## src/rtl/dtbcd_pkg.sv

```systemverilog
// ----------------------------------------------------------------------------
// dtbcd_pkg
// Types, codes, limits and helper functions of the date-time check unit.
// ----------------------------------------------------------------------------
package dtbcd_pkg;

	localparam logic [1:0] ST_OK    = 2'd0;
	localparam logic [1:0] ST_SHORT = 2'd1;
	localparam logic [1:0] ST_RANGE = 2'd2;

	localparam logic [7:0] MIN_FRAME_LEN   = 8'd5;
	localparam logic [2:0] OUT_LEN         = 3'd5;
	localparam logic [7:0] MINUTE_MAX      = 8'd59;
	localparam logic [7:0] HOUR_MAX        = 8'd23;
	localparam logic [6:0] YEAR_OFFSET_MAX = 7'd99;

	localparam logic [4:0] DAYS_LONG  = 5'd31;
	localparam logic [4:0] DAYS_SHORT = 5'd30;
	localparam logic [4:0] DAYS_FEB_L = 5'd29;
	localparam logic [4:0] DAYS_FEB   = 5'd28;

	typedef struct packed {
		logic [7:0] frame_length;
		logic [6:0] year_offset;
		logic [7:0] month;
		logic [7:0] day;
		logic [7:0] hour;
		logic [7:0] minute;
	} dtbcd_rec_t;

	typedef struct packed {
		logic [1:0] status;
		logic [2:0] out_length;
		logic [7:0] bcd_minute;
		logic [7:0] bcd_hour;
		logic [7:0] bcd_day;
		logic [7:0] bcd_month;
		logic [7:0] bcd_year;
	} dtbcd_result_t;

	// two-digit packed BCD; tens by multiply-shift, exact for 0..127
	function automatic logic [7:0] to_bcd(input logic [6:0] v);
		logic [14:0] prod;
		logic [3:0]  tens;
		logic [6:0]  ones;
		prod = 15'(v) * 15'd205;
		tens = prod[14:11];
		ones = v - 7'(tens) * 7'd10;
		return {tens, ones[3:0]};
	endfunction

	// zero for a month outside 1..12
	function automatic logic [4:0] month_days(input logic [7:0] m, input logic leap);
		logic [4:0] d;
		unique case (m)
			8'd1, 8'd3, 8'd5, 8'd7, 8'd8, 8'd10, 8'd12: d = DAYS_LONG;
			8'd4, 8'd6, 8'd9, 8'd11:                     d = DAYS_SHORT;
			8'd2:                                        d = leap ? DAYS_FEB_L : DAYS_FEB;
			default:                                     d = 5'd0;
		endcase
		return d;
	endfunction

endpackage

```

## src/rtl/dtbcd_eval.sv

```systemverilog
// ----------------------------------------------------------------------------
// dtbcd_eval
// Checks one date-time record and packs the valid fields as BCD bytes.
// ----------------------------------------------------------------------------
module dtbcd_eval import dtbcd_pkg::*; (
	input  dtbcd_rec_t    rec,
	output dtbcd_result_t res
);

	logic       short_frame;
	logic       leap;
	logic [4:0] dim;
	logic       in_range;

	assign short_frame = rec.frame_length < MIN_FRAME_LEN;
	// 2000 counts as leap; no century year other than 2000 lies in 0..99
	assign leap        = rec.year_offset[1:0] == 2'b00;
	assign dim         = month_days(rec.month, leap);
	assign in_range    = (rec.minute <= MINUTE_MAX) && (rec.hour <= HOUR_MAX) &&
		(rec.year_offset <= YEAR_OFFSET_MAX) && (dim != 5'd0) &&
		(rec.day != 8'd0) && (rec.day <= {3'b000, dim});

	always_comb begin
		res = '0;
		if (short_frame) begin
			res.status = ST_SHORT;
		end else if (!in_range) begin
			res.status = ST_RANGE;
		end else begin
			res.status     = ST_OK;
			res.out_length = OUT_LEN;
			res.bcd_minute = to_bcd(rec.minute[6:0]);
			res.bcd_hour   = to_bcd(rec.hour[6:0]);
			res.bcd_day    = to_bcd(rec.day[6:0]);
			res.bcd_month  = to_bcd(rec.month[6:0]);
			res.bcd_year   = to_bcd(rec.year_offset);
		end
	end

endmodule

```

## src/rtl/datetime_check_bcd_pack_unit.sv

```systemverilog
// ----------------------------------------------------------------------------
// datetime_check_bcd_pack_unit
// Validates binary date-time records and returns them as packed BCD bytes.
// ----------------------------------------------------------------------------
//  channel   handshake              payload
//  request   req_valid/req_ready    frame_length year_offset month day hour minute
//  response  rsp_valid/rsp_ready    status out_length bcd_minute .. bcd_year
//
//  One record per cycle while the response is taken; input register then
//  result register with the check and BCD logic between them.
//  Reset clears both stage valid bits; no record is held across reset.
//  A stalled response holds the result register and backs up into the input
//  register; req_ready stays high while either stage can still advance.
// ----------------------------------------------------------------------------
module datetime_check_bcd_pack_unit import dtbcd_pkg::*; (
	input  logic       clk,
	input  logic       arst_n,
	input  logic       req_valid,
	output logic       req_ready,
	input  logic [7:0] frame_length,
	input  logic [6:0] year_offset,
	input  logic [7:0] month,
	input  logic [7:0] day,
	input  logic [7:0] hour,
	input  logic [7:0] minute,
	output logic       rsp_valid,
	input  logic       rsp_ready,
	output logic [1:0] status,
	output logic [2:0] out_length,
	output logic [7:0] bcd_minute,
	output logic [7:0] bcd_hour,
	output logic [7:0] bcd_day,
	output logic [7:0] bcd_month,
	output logic [7:0] bcd_year
);

	logic          valid_s1;
	logic          valid_s2;
	dtbcd_rec_t    rec_s1;
	dtbcd_result_t res_comb;
	dtbcd_result_t res_s2;
	logic          adv_s1;
	logic          adv_s2;

	assign adv_s2    = !valid_s2 || rsp_ready;
	assign adv_s1    = !valid_s1 || adv_s2;
	assign req_ready = adv_s1;

	always_ff @(posedge clk or negedge arst_n) begin
		if (!arst_n) begin
			valid_s1 <= 1'b0;
			valid_s2 <= 1'b0;
		end else begin
			if (adv_s1) valid_s1 <= req_valid;
			if (adv_s2) valid_s2 <= valid_s1;
		end
	end

	always_ff @(posedge clk) begin
		if (adv_s1 && req_valid) begin
			rec_s1 <= '{frame_length: frame_length, year_offset: year_offset,
				month: month, day: day, hour: hour, minute: minute};
		end
		if (adv_s2 && valid_s1) res_s2 <= res_comb;
	end

	dtbcd_eval u_eval (
		.rec (rec_s1),
		.res (res_comb)
	);

	assign rsp_valid  = valid_s2;
	assign status     = res_s2.status;
	assign out_length = res_s2.out_length;
	assign bcd_minute = res_s2.bcd_minute;
	assign bcd_hour   = res_s2.bcd_hour;
	assign bcd_day    = res_s2.bcd_day;
	assign bcd_month  = res_s2.bcd_month;
	assign bcd_year   = res_s2.bcd_year;

endmodule

```

## config.mk

```make
export PLATFORM = sky130hd
export DESIGN_NAME = datetime_check_bcd_pack_unit
export DESIGN_NICKNAME = d
export VERILOG_FILES = /design/src/rtl/dtbcd_pkg.sv /design/src/rtl/dtbcd_eval.sv /design/src/rtl/datetime_check_bcd_pack_unit.sv
export SDC_FILE = /design/constraint.sdc
export NUM_CORES = 1
export LEC_CHECK = 0
export BUFFER_PORTS_ARGS = -buffer_cell sky130_fd_sc_hd__buf_2
export CORE_MARGIN = 8
export CORE_UTILIZATION = 65
export DETAILED_ROUTE_END_ITERATION = 16
export HOLD_SLACK_MARGIN = 0.1
export PLACE_DENSITY = 0.88
export SYNTH_ARGS = -nofsm -noshare
export SYNTH_HDL_FRONTEND = slang
export SYNTH_SLANG_ARGS = --single-unit
export TNS_END_PERCENT = 1
```

## constraint.sdc

```tcl
create_clock -name clk -period 13.52 [get_ports clk]
set_input_delay 0.676 -clock clk [delete_from_list [all_inputs] [get_ports clk]]
set_output_delay 0.676 -clock clk [all_outputs]
set_load 0.01 [all_outputs]
```

# Word-level counts from Yosys, hierarchy flattened
# Index checks and enable logic that the tools add are counted.
[totals] register_bits=94 latchBits=0 ramBits=0 romBits=0 output_inout_bits=47 n_memories=0
[classes] add_sub_neg=5 mul=10 div=0 n_lt_le_gt_ge=5 n_eq_ne=12 shifts=0 n_mux=4 n_bitwise=1 n_reduce_logical=17
[op_table] cell="multiplier 7 x 8 -> 15 bit, second input constant" count=5
[op_table] cell="2-to-1 mux 43 bit" count=1
[op_table] cell="== test 8 x 4 -> 1 bit, second input constant" count=5
[op_table] cell="== test 8 x 3 -> 1 bit, second input constant" count=4
[op_table] cell="multiplier 4 x 3 -> 3 bit, second input constant" count=5
[op_table] cell="subtractor 4 bit" count=5
[op_table] cell="== test 8 x 2 -> 1 bit, second input constant" count=2
[op_table] cell="case mux 5 bit (3 select lines)" count=1
[op_table] cell="== test 8 x 1 -> 1 bit, second input constant" count=1
[op_table] cell="less-or-equal comparator 8 x 5 -> 1 bit" count=1
[op_table] cell="less-or-equal comparator 8 x 5 -> 1 bit, second input constant" count=1
[op_table] cell="less-or-equal comparator 8 x 6 -> 1 bit, second input constant" count=1
[op_table] cell="< comparator 8 x 3 -> 1 bit, second input constant" count=1
[op_table] cell="nonzero test 8 bit" count=1
[op_table] cell="less-or-equal comparator 7 bit, second input constant" count=1
[op_table] cell="logical AND 1 bit" count=7
[op_table] cell="OR reduction 7 bit" count=1
[op_table] cell="nonzero test 5 bit" count=1
[op_table] cell="OR reduction 4 bit" count=1
[op_table] cell="logical NOT 1 bit" count=2
[op_table] cell="logical NOT 2 bit" count=1
[op_table] cell="logical OR 1 bit" count=2
[op_table] cell="2-to-1 mux 2 bit" count=1
[op_table] cell="OR reduction 2 bit" count=1
[op_table] cell="2 further kinds" count=2

# Depth between registers and ports, before layout
# Gate-level depths: netlist of the first run.
[logic_depth] word_depth=9 ltp_mapped=23 ltp_nobuf=23

# By module
# Synthesis of the first run repeated with hierarchy kept, for this count alone.
[unflattened] hier_cells=726 area_unflattened_um2=8289.2
[by_module_without_submodules] module="dtbcd_eval" n_inst=1 cells_per_inst=626 area_each_um2=5422.7
[by_module_without_submodules] module="datetime_check_bcd_pack_unit" n_inst=1 cells_per_inst=100 area_each_um2=2866.5

# Worst setup path before layout of the first run
# OpenSTA, ideal clock, no wires.
[synth_path] path_type="reg2reg" startpoint="register rec_s1[20] in the netlist's numbering" endpoint="register res_s2 (netlist bit bcd_day[3]), data pin" t_arrival_ps=5062 required_ps=13373 setup_slack_ps=8311 path_stages_with_launch=22 synth_period_minus_slack_ps=5209 path_cell_list="edfxtp_1 > inv_1 > ha_1 > fa_1 > ha_1 > inv_1 > fa_1 > inv_1 > ha_1 > a21oi_1 > o21ai_0 > o211a_1 > nor3_1 > inv_1 > ha_1 > fa_1 > xor2_1 > or3_1 > a211o_1 > and4_1 > a21o_1 > a21oi_1"
[synth_between] elab_chain_len=5 word_cells_on_any_way=9
[synth_lines] item="start, declared" line_no="datetime_check_bcd_pack_unit.sv:39" source="dtbcd_rec_t rec_s1;"
[synth_lines] item="start signal, assigned" line_no="datetime_check_bcd_pack_unit.sv:61" source="rec_s1 <= '{frame_length: frame_length, year_offset: year_offset,"
[synth_lines] item="parallel branches: the longest is 5 deep, another holds multiplier 7 x 8 -> 15 bit"
[synth_lines] item="end signal, assigned" line_no="datetime_check_bcd_pack_unit.sv:64" source="if (adv_s2 && valid_s1) res_s2 <= res_comb;"
[synth_lines] item="end, declared" line_no="datetime_check_bcd_pack_unit.sv:41" source="dtbcd_result_t res_s2;"
# Several ways; the timed one is not identified.
# A chain may end at the register's enable or synchronous reset.

# Worst setup path after layout of the first run
# Ends and elaborated chain as after synthesis.

==> results.md, run 1 <==
* Final #Nets at 1120
* Via count at 5731
* Dpl cells at 991
* RSZ-0062 raised after global routing: false
* Fraction of registers with async set/reset at 2.17%
* Starting Density at 65.8%
* Core area at 12500 sq um
* Syn_area_per_cell at 11.3 sq um
* Cells along the critical path: inv_1, ha_1, fa_1, ha_1, inv_1, fa_1, inv_1, ha_1, a21oi_1, o21ai_0, o211a_1, nor3_1, inv_1, ha_1, fa_1, xor2_1, or3_1, a211o_1, and4_1, a21o_1, a21oi_1
* CTS root buffer: clkbuf_16
* Post-layout util at 73.5%
* Post-route antenna net violation count at 0
* Post-synthesis cell area at 8230 sq um
* Share of the synthesized area in the top cell type at 32.8%
* Drc violations at 0
* Area contributors post-synth: edfxtp_1 (33%), ha_1 (29%), fa_1 (11%), inv_1 (5.7%), nor2_1 (1.9%)
* Clock skew at 0.00377 ns
* Vias in the first global route at 6364
* Final setup violation count at 0
* CP Capture Type: flop
* Layout area overhead at 11.7%
* Power per cell area at 128 nW/um^2
* Max_slew headroom at 28.2%
* Die Wd at 129 um
* Crit path time final at 5.75 ns
* Met2 Use GR at 39.1%
* CP max stage cell: fa_1
* Slew of the pin with the lowest slew margin at 1.08 ns
* Worst EP arrival at 5.96 ns
* Share of cells above drive strength 1 at 14.3%
* Critical path data required time at 13.73 ns
* EDFF count, synth at 90
* Sequential element share of the synthesized area at 33.4%
* Total power at 0.00118 W
* CTS tree: done
* Die Span Y at 129 um
* GP Congestion at 0.889
* Setup TNS Final at 0 ns
* Clk sink count at 92
* Count leader, synth: ha_1
* Synth Warn # at 0
* Initial antenna violation count at 1
* DP HPWL at 13.9 mm
* Flop2flop setup slack at 7.77 ns
* Number of CTS-inserted buffers at 9
* FMAX at 0.174 GHz
* Routed wire per std cell at 17.0 um
* Yosys cell types at 53
* VDD IR-drop max at 0.139 mV
* GRT Max-Usage Layer: met2
* Min-Delay Path Depth at 1
* Most frequent cells after synthesis: ha_1 (193), inv_1 (124), edfxtp_1 (90)
* Total gr overflow at 0
* Row Count at 41
* DRT iter0 DRCs at 341
* Final Non-Filler Cells at 1007
* Leak Pwr at 4.61 nW
* Min-Delay Path Class: reg -> reg
* Met1 usage at 23.2%
* Total Routing Usage GR at 21.9%
* Top FF cell, synth: edfxtp_1
* Status: completed
* Clk slew on worst S/H paths at 0.06 ns
* Io pins at 98
* Reg2Reg Capture Point: bcd_day[3]
* Total die area at 16500 sq um
* Delay of the slowest critical-path stage at 0.51 ns
* Worst setup path class: reg -> reg
* Max_cap viols at 0
* First-pass detailed-route iteration total at 5
* Register-to-Register Path Depth at 21
* Area leader, netlist: edfxtp_1
* CP Max Fanout at 6
* First-pass GRT wire length at 28.5 mm
* RR Startpoint: rec_s1[20]
* CTS Buffer Depth at 2
* Largest net degree at the start of global routing at 48
* Final slew viol count at 0
* Final Cycle Share at 42.5%
* H-tree depth at 3
* Synthesis-stage register bit count at 92
* Clk Latency, worst-skew pair at 0.35 ns
* Final wirelength at 17.1 mm
* Number of vias per cell at 5.69
* Hold path startpoint: valid_s1
* Hold WS at 0.488 ns
* Type of origin of the critical path: flop
* Ant. Diodes at 0
* Met3 Usage GRT at 4.88%
* Worst Hold End: rsp_valid
* Net Count, Synth at 1019
* Post-Syn Instances at 730
* Number of I/O port buffers at 96
* Cts repair resizes at 0
* Final hold vios at 0
[routing by layer]
metal  up-vias  part of all wire (%)  routed length, um
met5         -                 0.070                 12
met4         2                   4.2                712
met3        59                   5.4                921
met2       185                    50               8540
met1      2724                    41               6950
li1       2761                     -                  -
[repair_timing]
item	in CTS	in global routing
hold buffers	1	0
setup buffers	0	0
endpoints found under the setup margin	0	0
hold endpoints to repair	2	0
[through the flow]
step	worst slack, ns	instance area (sq um)
floorplan	8.31	8230
CTS	7.86	9200
global placement	8.11	8900
detailed placement	7.89	8900
global route	7.47	9200
finish	7.77	9200
[registers in the layout (all words and copies together) (netlist names)]
register and flops:
rec_s1 47, bcd_day 8, bcd_hour 8, bcd_minute 8, bcd_month 8, bcd_year 8
status 2, out_length 1, rsp_valid 1, valid_s1 1
[critical path, delay by kind of cell, from the launching register on]
kind | cells | cell delay, ns
buffers and inverters | 4 | 0.28
and+or+nand+nor | 3 | 0.94
adders and majority gates | 7 | 2.58
xor gates and xnor gates | 1 | 0.20
DFF | 1 | 0.46
AOI/OAI and AO/OA | 6 | 1.14
[cells by family (layout without fill, tap and decap cells)]
logic type	Yosys count	in the layout	synth area share (%)
AOI/OAI and AO/OA	88	88	7.25
muxes	1	1	0.122
other	1	1	0.0455
buffers and inverters	132	237	6.12
xor gates and xnor gates	27	27	3.37
DFF	92	92	33.4
and+or+nand+nor	151	151	9.38
adders and majority gates	238	238	40.3
[cells in the final DEF (no fill, tap or decap), types with 9 or more instances in the layout]
master / netlist / layout
nor3_1: 16 / 16
inv_1: 124 / 124
xnor2_1: 13 / 13
ha_1: 193 / 193
fa_1: 45 / 45
o21ai_0: 17 / 17
xor2_1: 11 / 11
clkbuf_16: 0 / 9
edfxtp_1: 90 / 90
nand2_1: 22 / 22
a21oi_1: 25 / 25
nand3_1: 19 / 19
nor3b_1: 10 / 10
nor2_1: 42 / 42
buf_2: 1 / 96
[where the power goes]
group          total [W]  internal (W)  leakage [nW]  switching (W)
Combinational   0.000584      0.000260          3.56       0.000325
Clock           0.000249      0.000142         0.142       0.000107
Sequential      0.000348      0.000334         0.905      0.0000145
[area by class of cell]
cell class / instances / area (sq um)
Sequential cell: 92 / 2750
Inverter: 124 / 465
Timing Repair Buffer: 98 / 498
Fill cell: 845 / 3320
Clock inverter: 6 / 65.1
Clock buffer: 9 / 225
Multi-Input combinational cell: 506 / 4980
Tap cell: 172 / 215
[how the worst max path moves through the flow]
stage	from	endpoint	slack (ns)
after floorplan	rec_s1[20]	bcd_day[3]	8.31
after global placement	rec_s1[20]	bcd_day[3]	8.11
after detailed placement	rec_s1[20]	bcd_day[3]	7.89
after CTS	rec_s1[20]	bcd_day[3]	7.86
after global routing	rec_s1[21]	bcd_day[3]	7.47
final	rec_s1[20]	bcd_day[3]	7.77
No activity file was read; power rests on OpenSTA's default activity.
==> run 2, diff against run 1 <==
--- a/config.mk
+++ b/config.mk
@@ -5,12 +5,13 @@
 export SDC_FILE = /design/constraint.sdc
 export NUM_CORES = 1
 export LEC_CHECK = 0
+export ABC_AREA = 1
 export BUFFER_PORTS_ARGS = -buffer_cell sky130_fd_sc_hd__buf_2
 export CORE_MARGIN = 8
-export CORE_UTILIZATION = 65
+export CORE_UTILIZATION = 60
 export DETAILED_ROUTE_END_ITERATION = 16
 export HOLD_SLACK_MARGIN = 0.1
-export PLACE_DENSITY = 0.88
+export PLACE_DENSITY = 0.82
 export SYNTH_ARGS = -nofsm -noshare
 export SYNTH_HDL_FRONTEND = slang
 export SYNTH_SLANG_ARGS = --single-unit
==> constraint.sdc (replaced) <==
create_clock -name clk -period 6 [get_ports clk]
set_input_delay 0.3 -clock clk [delete_from_list [all_inputs] [get_ports clk]]
set_output_delay 0.3 -clock clk [all_outputs]
set_load 0.01 [all_outputs]
==> run 2 against run 1 <==
Compared with the run above: cell count up 13%; hold slack got worse by 0.37 ns; clock skew increased by 0.0053 ns; non-clock buffer count grew 1; total power up 140%; critical path depth down 1; register-to-register slack got worse by 6.4 ns; clock-buffer cell count increased by 3; critical endpoint is now bcd_year[3]; largest cell class unchanged.
==> results.md, run 2 <==
* Status: completed
* Core area at 13800 sq um
* Row Count at 43
* CTS root buffer: clkbuf_16
* Crit path time final at 4.60 ns
* WP buf/inv at 2
* DP HPWL at 14.0 mm
* Number of I/O port buffers at 96
* Largest register by flop count: rec_s1
* Vias in the first global route at 6398
* Most frequent cells in the layout: ha_1 (193), inv_1 (169), nand2_1 (127)
* Final setup violation count at 0
* Area contributors post-synth: edfxtp_1 (32%), ha_1 (29%), fa_1 (11%), inv_1 (7.5%), nand2_1 (5.6%)
* CTS tree: done
* Leak Pwr at 4.96 nW
* Post-route antenna net violation count at 0
* Final hold vios at 0
* Max FFs per register at 47
* Total die area at 18100 sq um
* Total gr overflow at 0
* CP Capture Type: flop
* Routed wire per std cell at 15.1 um
* Max_cap viols at 0
* First-pass detailed-route iteration total at 5
* CP Max Fanout at 6
* Min-Delay Path Class: in -> reg
* DRT iter0 DRCs at 310
* Most frequent cells after synthesis: ha_1 (193), inv_1 (170), nand2_1 (127)
* Slew of the pin with the lowest slew margin at 1.07 ns
* Final wirelength at 17.2 mm
* Hold WS at 0.113 ns
* Clk slew on worst S/H paths at 0.07 ns
* Starting Density at 61.2%
* Fraction of registers with async set/reset at 2.17%
* CP max stage cell: edfxtp_1
* Share of cells above drive strength 1 at 13.7%
* GP Congestion at 0.912
* Post-Syn Instances at 851
* Largest net degree at the start of global routing at 48
* Post-CTS setup buffer count at 0
* Top FF cell, synth: edfxtp_1
* Delay of the slowest critical-path stage at 0.52 ns
* Final #Nets at 1245
* Layout area overhead at 11.6%
* Type of origin of the critical path: flop
* Final Cycle Share at 76.7%
* Initial antenna violation count at 0
* Clock skew at 0.00903 ns
* Synthesis-stage register bit count at 92
* Worst EP arrival at 4.69 ns
* Clk sink count at 92
* RSZ-0062 raised after global routing: false
* Total Routing Usage GR at 20.2%
* Synth Warn # at 0
* Sequential element share of the synthesized area at 32.5%
* Count leader, synth: ha_1
* Io pins at 98
* First-pass GRT wire length at 29.0 mm
* Setup TNS Final at 0 ns
* Share of the synthesized area in the top cell type at 32.0%
* Cells along the critical path: inv_1, ha_1, ha_1, or2_2, fa_1, ha_1, ha_1, a21o_1, nor2_1, nand2_1, nand2_1, nand2_1, ha_1, fa_1, xnor2_1, inv_1, nand3_1, nand2_1, nand2_1, a21oi_1
* Yosys cell types at 36
* Area leader, netlist: edfxtp_1
* FMAX at 0.217 GHz
* Via count at 5992
* CTS Buffer Depth at 2
* CTS Hold Buffers Added at 1
* Syn_area_per_cell at 9.94 sq um
* Cts repair resizes at 0
* Max_slew headroom at 28.5%
* Final slew viol count at 0
* Drc violations at 0
* Power per cell area at 298 nW/um^2
* Most common cell after layout, fill and taps aside: ha_1
* Top delay family on crit path: adder cells
* Number of vias per cell at 5.25
* EDFF count, synth at 90
* Clk Latency, worst-skew pair at 0.36 ns
* Net Count, Synth at 1140
* Worst setup path class: reg -> reg
* Critical path data required time at 6.09 ns
* Ant. Diodes at 0
* Number of CTS-inserted buffers at 9
* VDD IR-drop max at 0.183 mV
* H-tree depth at 3
* Die Span Y at 135 um
* Die Wd at 135 um
* Post-synthesis cell area at 8460 sq um
==> run 2: cell types whose count changed in the layout (fill, tap and decap cells not counted), sizes merged, moves of 8 or more <==
cell   previous run  this run
nand4             2        10
nand3            19        46
nor2             42        75
nor3b            10         2
nand2            22       128
inv             125       171
nor3             16         2
==> run 2: layout make-up <==
| type | instances | area [sq um] |
|---|---|---|
| Multi-Input combinational cell | 583 | 5020 |
| Fill cell | 1008 | 4390 |
| Sequential cell | 92 | 2750 |
| Inverter | 171 | 642 |
| Timing Repair Buffer | 99 | 505 |
| Clock buffer | 12 | 236 |
| Tap cell | 180 | 225 |
| Clock inverter | 4 | 50.0 |
==> run 2: per-layer routing <==
metal  global-route usage, %  part of all wire (%)
met1                    22.3                    42
met5                       0                     0
met2                    36.1                    51
met3                    4.90                   4.9
met4                    8.42                   2.8
==> run 2: worst paths after layout <==
path	from	end	slack, ns	depth (start not counted)
hold / removal	hour[0]	rec_s1[8]	0.11	1
setup / recovery	rec_s1[35]	bcd_year[3]	1.40	20
max in group asynchronous	arst_n	valid_s1	5.63	2
hold reg to reg	valid_s1	rsp_valid	0.52	2
setup reg to reg	rec_s1[35]	bcd_year[3]	1.40	20
min in group asynchronous	arst_n	rsp_valid	0.26	2
==> run 2: kinds of logic after synthesis <==
group	synth area share (%)
compound gates	3.92
xor+xnor	1.55
fa+ha+maj	39.2
buf+inv	8.20
flops	32.5
other cells	0.0443
simple gates	14.5
==> run 2: power breakdown <==
group / leakage [nW] / internal (W) / switching [W]
clock: 0.134 / 0.000323 / 0.000239
combinational: 3.93 / 0.000570 / 0.000872
sequential: 0.896 / 0.000773 / 0.0000389
total: 4.96 / 0.00167 / 0.00115
==> run 2: stage by stage <==
stage	total power, W	instance area (sq um)	std cells	util, %	worst slack [ns]
4_1_cts	0.00284	9430	1141	68.2	1.38
3_3_place_gp	0.00218	9140	1124	66.1	1.55
3_5_place_dp	0.00226	9140	1124	66.1	1.39
2_1_floorplan	0.00192	8460	851	-	1.81
5_1_grt	0.00308	9430	1141	68.2	1.06
6_report	0.00281	9430	1141	68.2	1.40
==> run 3, diff against run 2 <==
--- a/config.mk
+++ b/config.mk
@@ -8,10 +8,10 @@
 export ABC_AREA = 1
 export BUFFER_PORTS_ARGS = -buffer_cell sky130_fd_sc_hd__buf_2
 export CORE_MARGIN = 8
-export CORE_UTILIZATION = 60
+export CORE_UTILIZATION = 55
 export DETAILED_ROUTE_END_ITERATION = 16
 export HOLD_SLACK_MARGIN = 0.1
-export PLACE_DENSITY = 0.82
+export PLACE_DENSITY = 0.79
 export SYNTH_ARGS = -nofsm -noshare
 export SYNTH_HDL_FRONTEND = slang
 export SYNTH_SLANG_ARGS = --single-unit
==> constraint.sdc (replaced) <==
create_clock -name clk -period 3.95 [get_ports clk]
set_input_delay 0.1975 -clock clk [delete_from_list [all_inputs] [get_ports clk]]
set_output_delay 0.1975 -clock clk [all_outputs]
set_load 0.01 [all_outputs]
==> run 3 against run 2 <==
Compared with the run above: the run now ends with setup timing left; fmax grew 4.0%; clock power is 56% higher; hold slack better by 0.049 ns; global-route usage increased by 3.2 points; clock-buffer cell count fell by 2; via count up 17%; cell count rose by 17%; clock skew rose by 0.0028 ns; worst setup slack lost 1.9 ns; flip-flop and latch count did not move; critical path type unchanged; largest cell class unchanged.
==> results.md, run 3 (synthesis gave the netlist of run 2 again) <==
* Leak Pwr at 5.83 nW
* Total Routing Usage GR at 23.3%
* Via count at 7018
* Total die area at 19600 sq um
* Top delay family on crit path: adder cells
* Final #Nets at 1429
* Most common cell after layout, fill and taps aside: ha_1
* Row Count at 45
* Starting Density at 56.0%
* Ant. Diodes at 0
* CP Max Fanout at 2
* GP Congestion at 0.882
* Delay of the slowest critical-path stage at 0.52 ns
* WP buf/inv at 6
* Total power at 0.00561 W
* Share of cells above drive strength 1 at 34.0%
* Io pins at 98
* Number of vias per cell at 5.26
* H-tree depth at 3
* Crit path time final at 4.42 ns
* VDD IR-drop max at 0.346 mV
* Final wirelength at 23.3 mm
* Vias in the first global route at 7486
* Die Span Y at 140 um
* Final hold vios at 0
* Clk sink count at 92
* DP Area at 9930 sq um
* Core area at 15100 sq um
* Dpl cells at 1220
* Max_slew headroom at 29.1%
* Initial antenna violation count at 0
* CP Capture Type: flop
* DP HPWL at 14.9 mm
* Clk slew on worst S/H paths at 0.07 ns
* CP max stage cell: fa_1
* Power per cell area at 483 nW/um^2
* Setup slack after layout at -0.473 ns
* CTS tree: done
* Status: finished with violations
* Final setup violation count at 12
* Clk Latency, worst-skew pair at 0.36 ns
* Final slew viol count at 0
* Routed wire per std cell at 17.5 um
* Worst setup path class: reg -> reg
* FMAX at 0.226 GHz
* CTS Buffer Depth at 2
* Die Wd at 140 um
* CTS root buffer: clkbuf_16
* First-pass GRT wire length at 36.4 mm
* Drc violations at 0
* Post-route antenna net violation count at 0
* Finished Cell Area at 11600 sq um
* Slew of the pin with the lowest slew margin at 1.06 ns
* Number of CTS-inserted buffers at 9
* Clock skew at 0.0119 ns
* Most frequent cells in the layout: ha_1 (156), inv_1 (154), buf_4 (136)
* Largest register by flop count: rec_s1
* Failing checks: setup timing
* Number of I/O port buffers at 96
* First-pass detailed-route iteration total at 5
* Total gr overflow at 0
* Layout area overhead at 37.3%
* Max_cap viols at 0
* Max FFs per register at 47
* DRT iter0 DRCs at 381
* Type of origin of the critical path: flop
* Final Cycle Share at 112%
* Critical path data required time at 4.07 ns
* RSZ-0062 raised after global routing: true
* Final Non-Filler Cells at 1333
* Worst EP arrival at 4.55 ns
* Largest net degree at the start of global routing at 48
* Min-Delay Path Class: in -> async
## run 3: worst paths after layout
check	start	end	slack (ns)	depth (start not counted)
min reg2reg	valid_s1	rsp_valid	0.55	2
max in group asynchronous	arst_n	rsp_valid	3.69	2
max reg2reg	rec_s1[4]	bcd_minute[3]	-0.47	26
max	rec_s1[4]	bcd_minute[3]	-0.47	26
min	arst_n	valid_s1	0.16	2
min in group clk	rsp_ready	rsp_valid	0.17	4
## run 3: where the power goes
group / internal, W / switching (W)
combinational: 0.00169 / 0.00183
sequential: 0.00117 / 0.0000433
clock: 0.000457 / 0.000421
## run 3: stage by stage
stage                     TNS (ns)  hold WS, ns  worst slack (ns)  utilization, %
final                        -2.57        0.162            -0.473            76.9
after global placement       -1.35      -0.0161            -0.322            65.8
after CTS                    -1.34        0.136            -0.222            75.5
after global routing         -5.11        0.164            -0.624            76.9
after floorplan             -0.552      -0.0981            -0.112               -
after detailed placement     -2.23      -0.0121            -0.410            65.8
## run 3: layer usage
layer  up-vias  share of wire [%]  GRT usage (%)
met1      3362                 38           24.3
met3        64                4.7           5.27
met2       218                 54           45.2
met5         -                  0              0
li1       3374                  -              -
met4         0                2.9           7.71
## run 3: cell type report
| type | count | area, sq um |
|---|---|---|
| clock buffers | 10 | 239 |
| clock inverters | 6 | 55.1 |
| fillers | 886 | 3480 |
| inverters | 171 | 642 |
| multi-input cells | 583 | 5670 |
| flip-flops and latches | 92 | 2750 |
| well taps | 188 | 235 |
| repair buffers | 283 | 2010 |
## run 3: timing repair
action | CTS | global route
buffers inserted | 44 | 4
hold buffers | 49 | 0
resized for setup | 65 | 32
pin swaps | 57 | 26
endpoints found under the setup margin | 10 | 16
endpoints found under the hold margin | 50 | 0
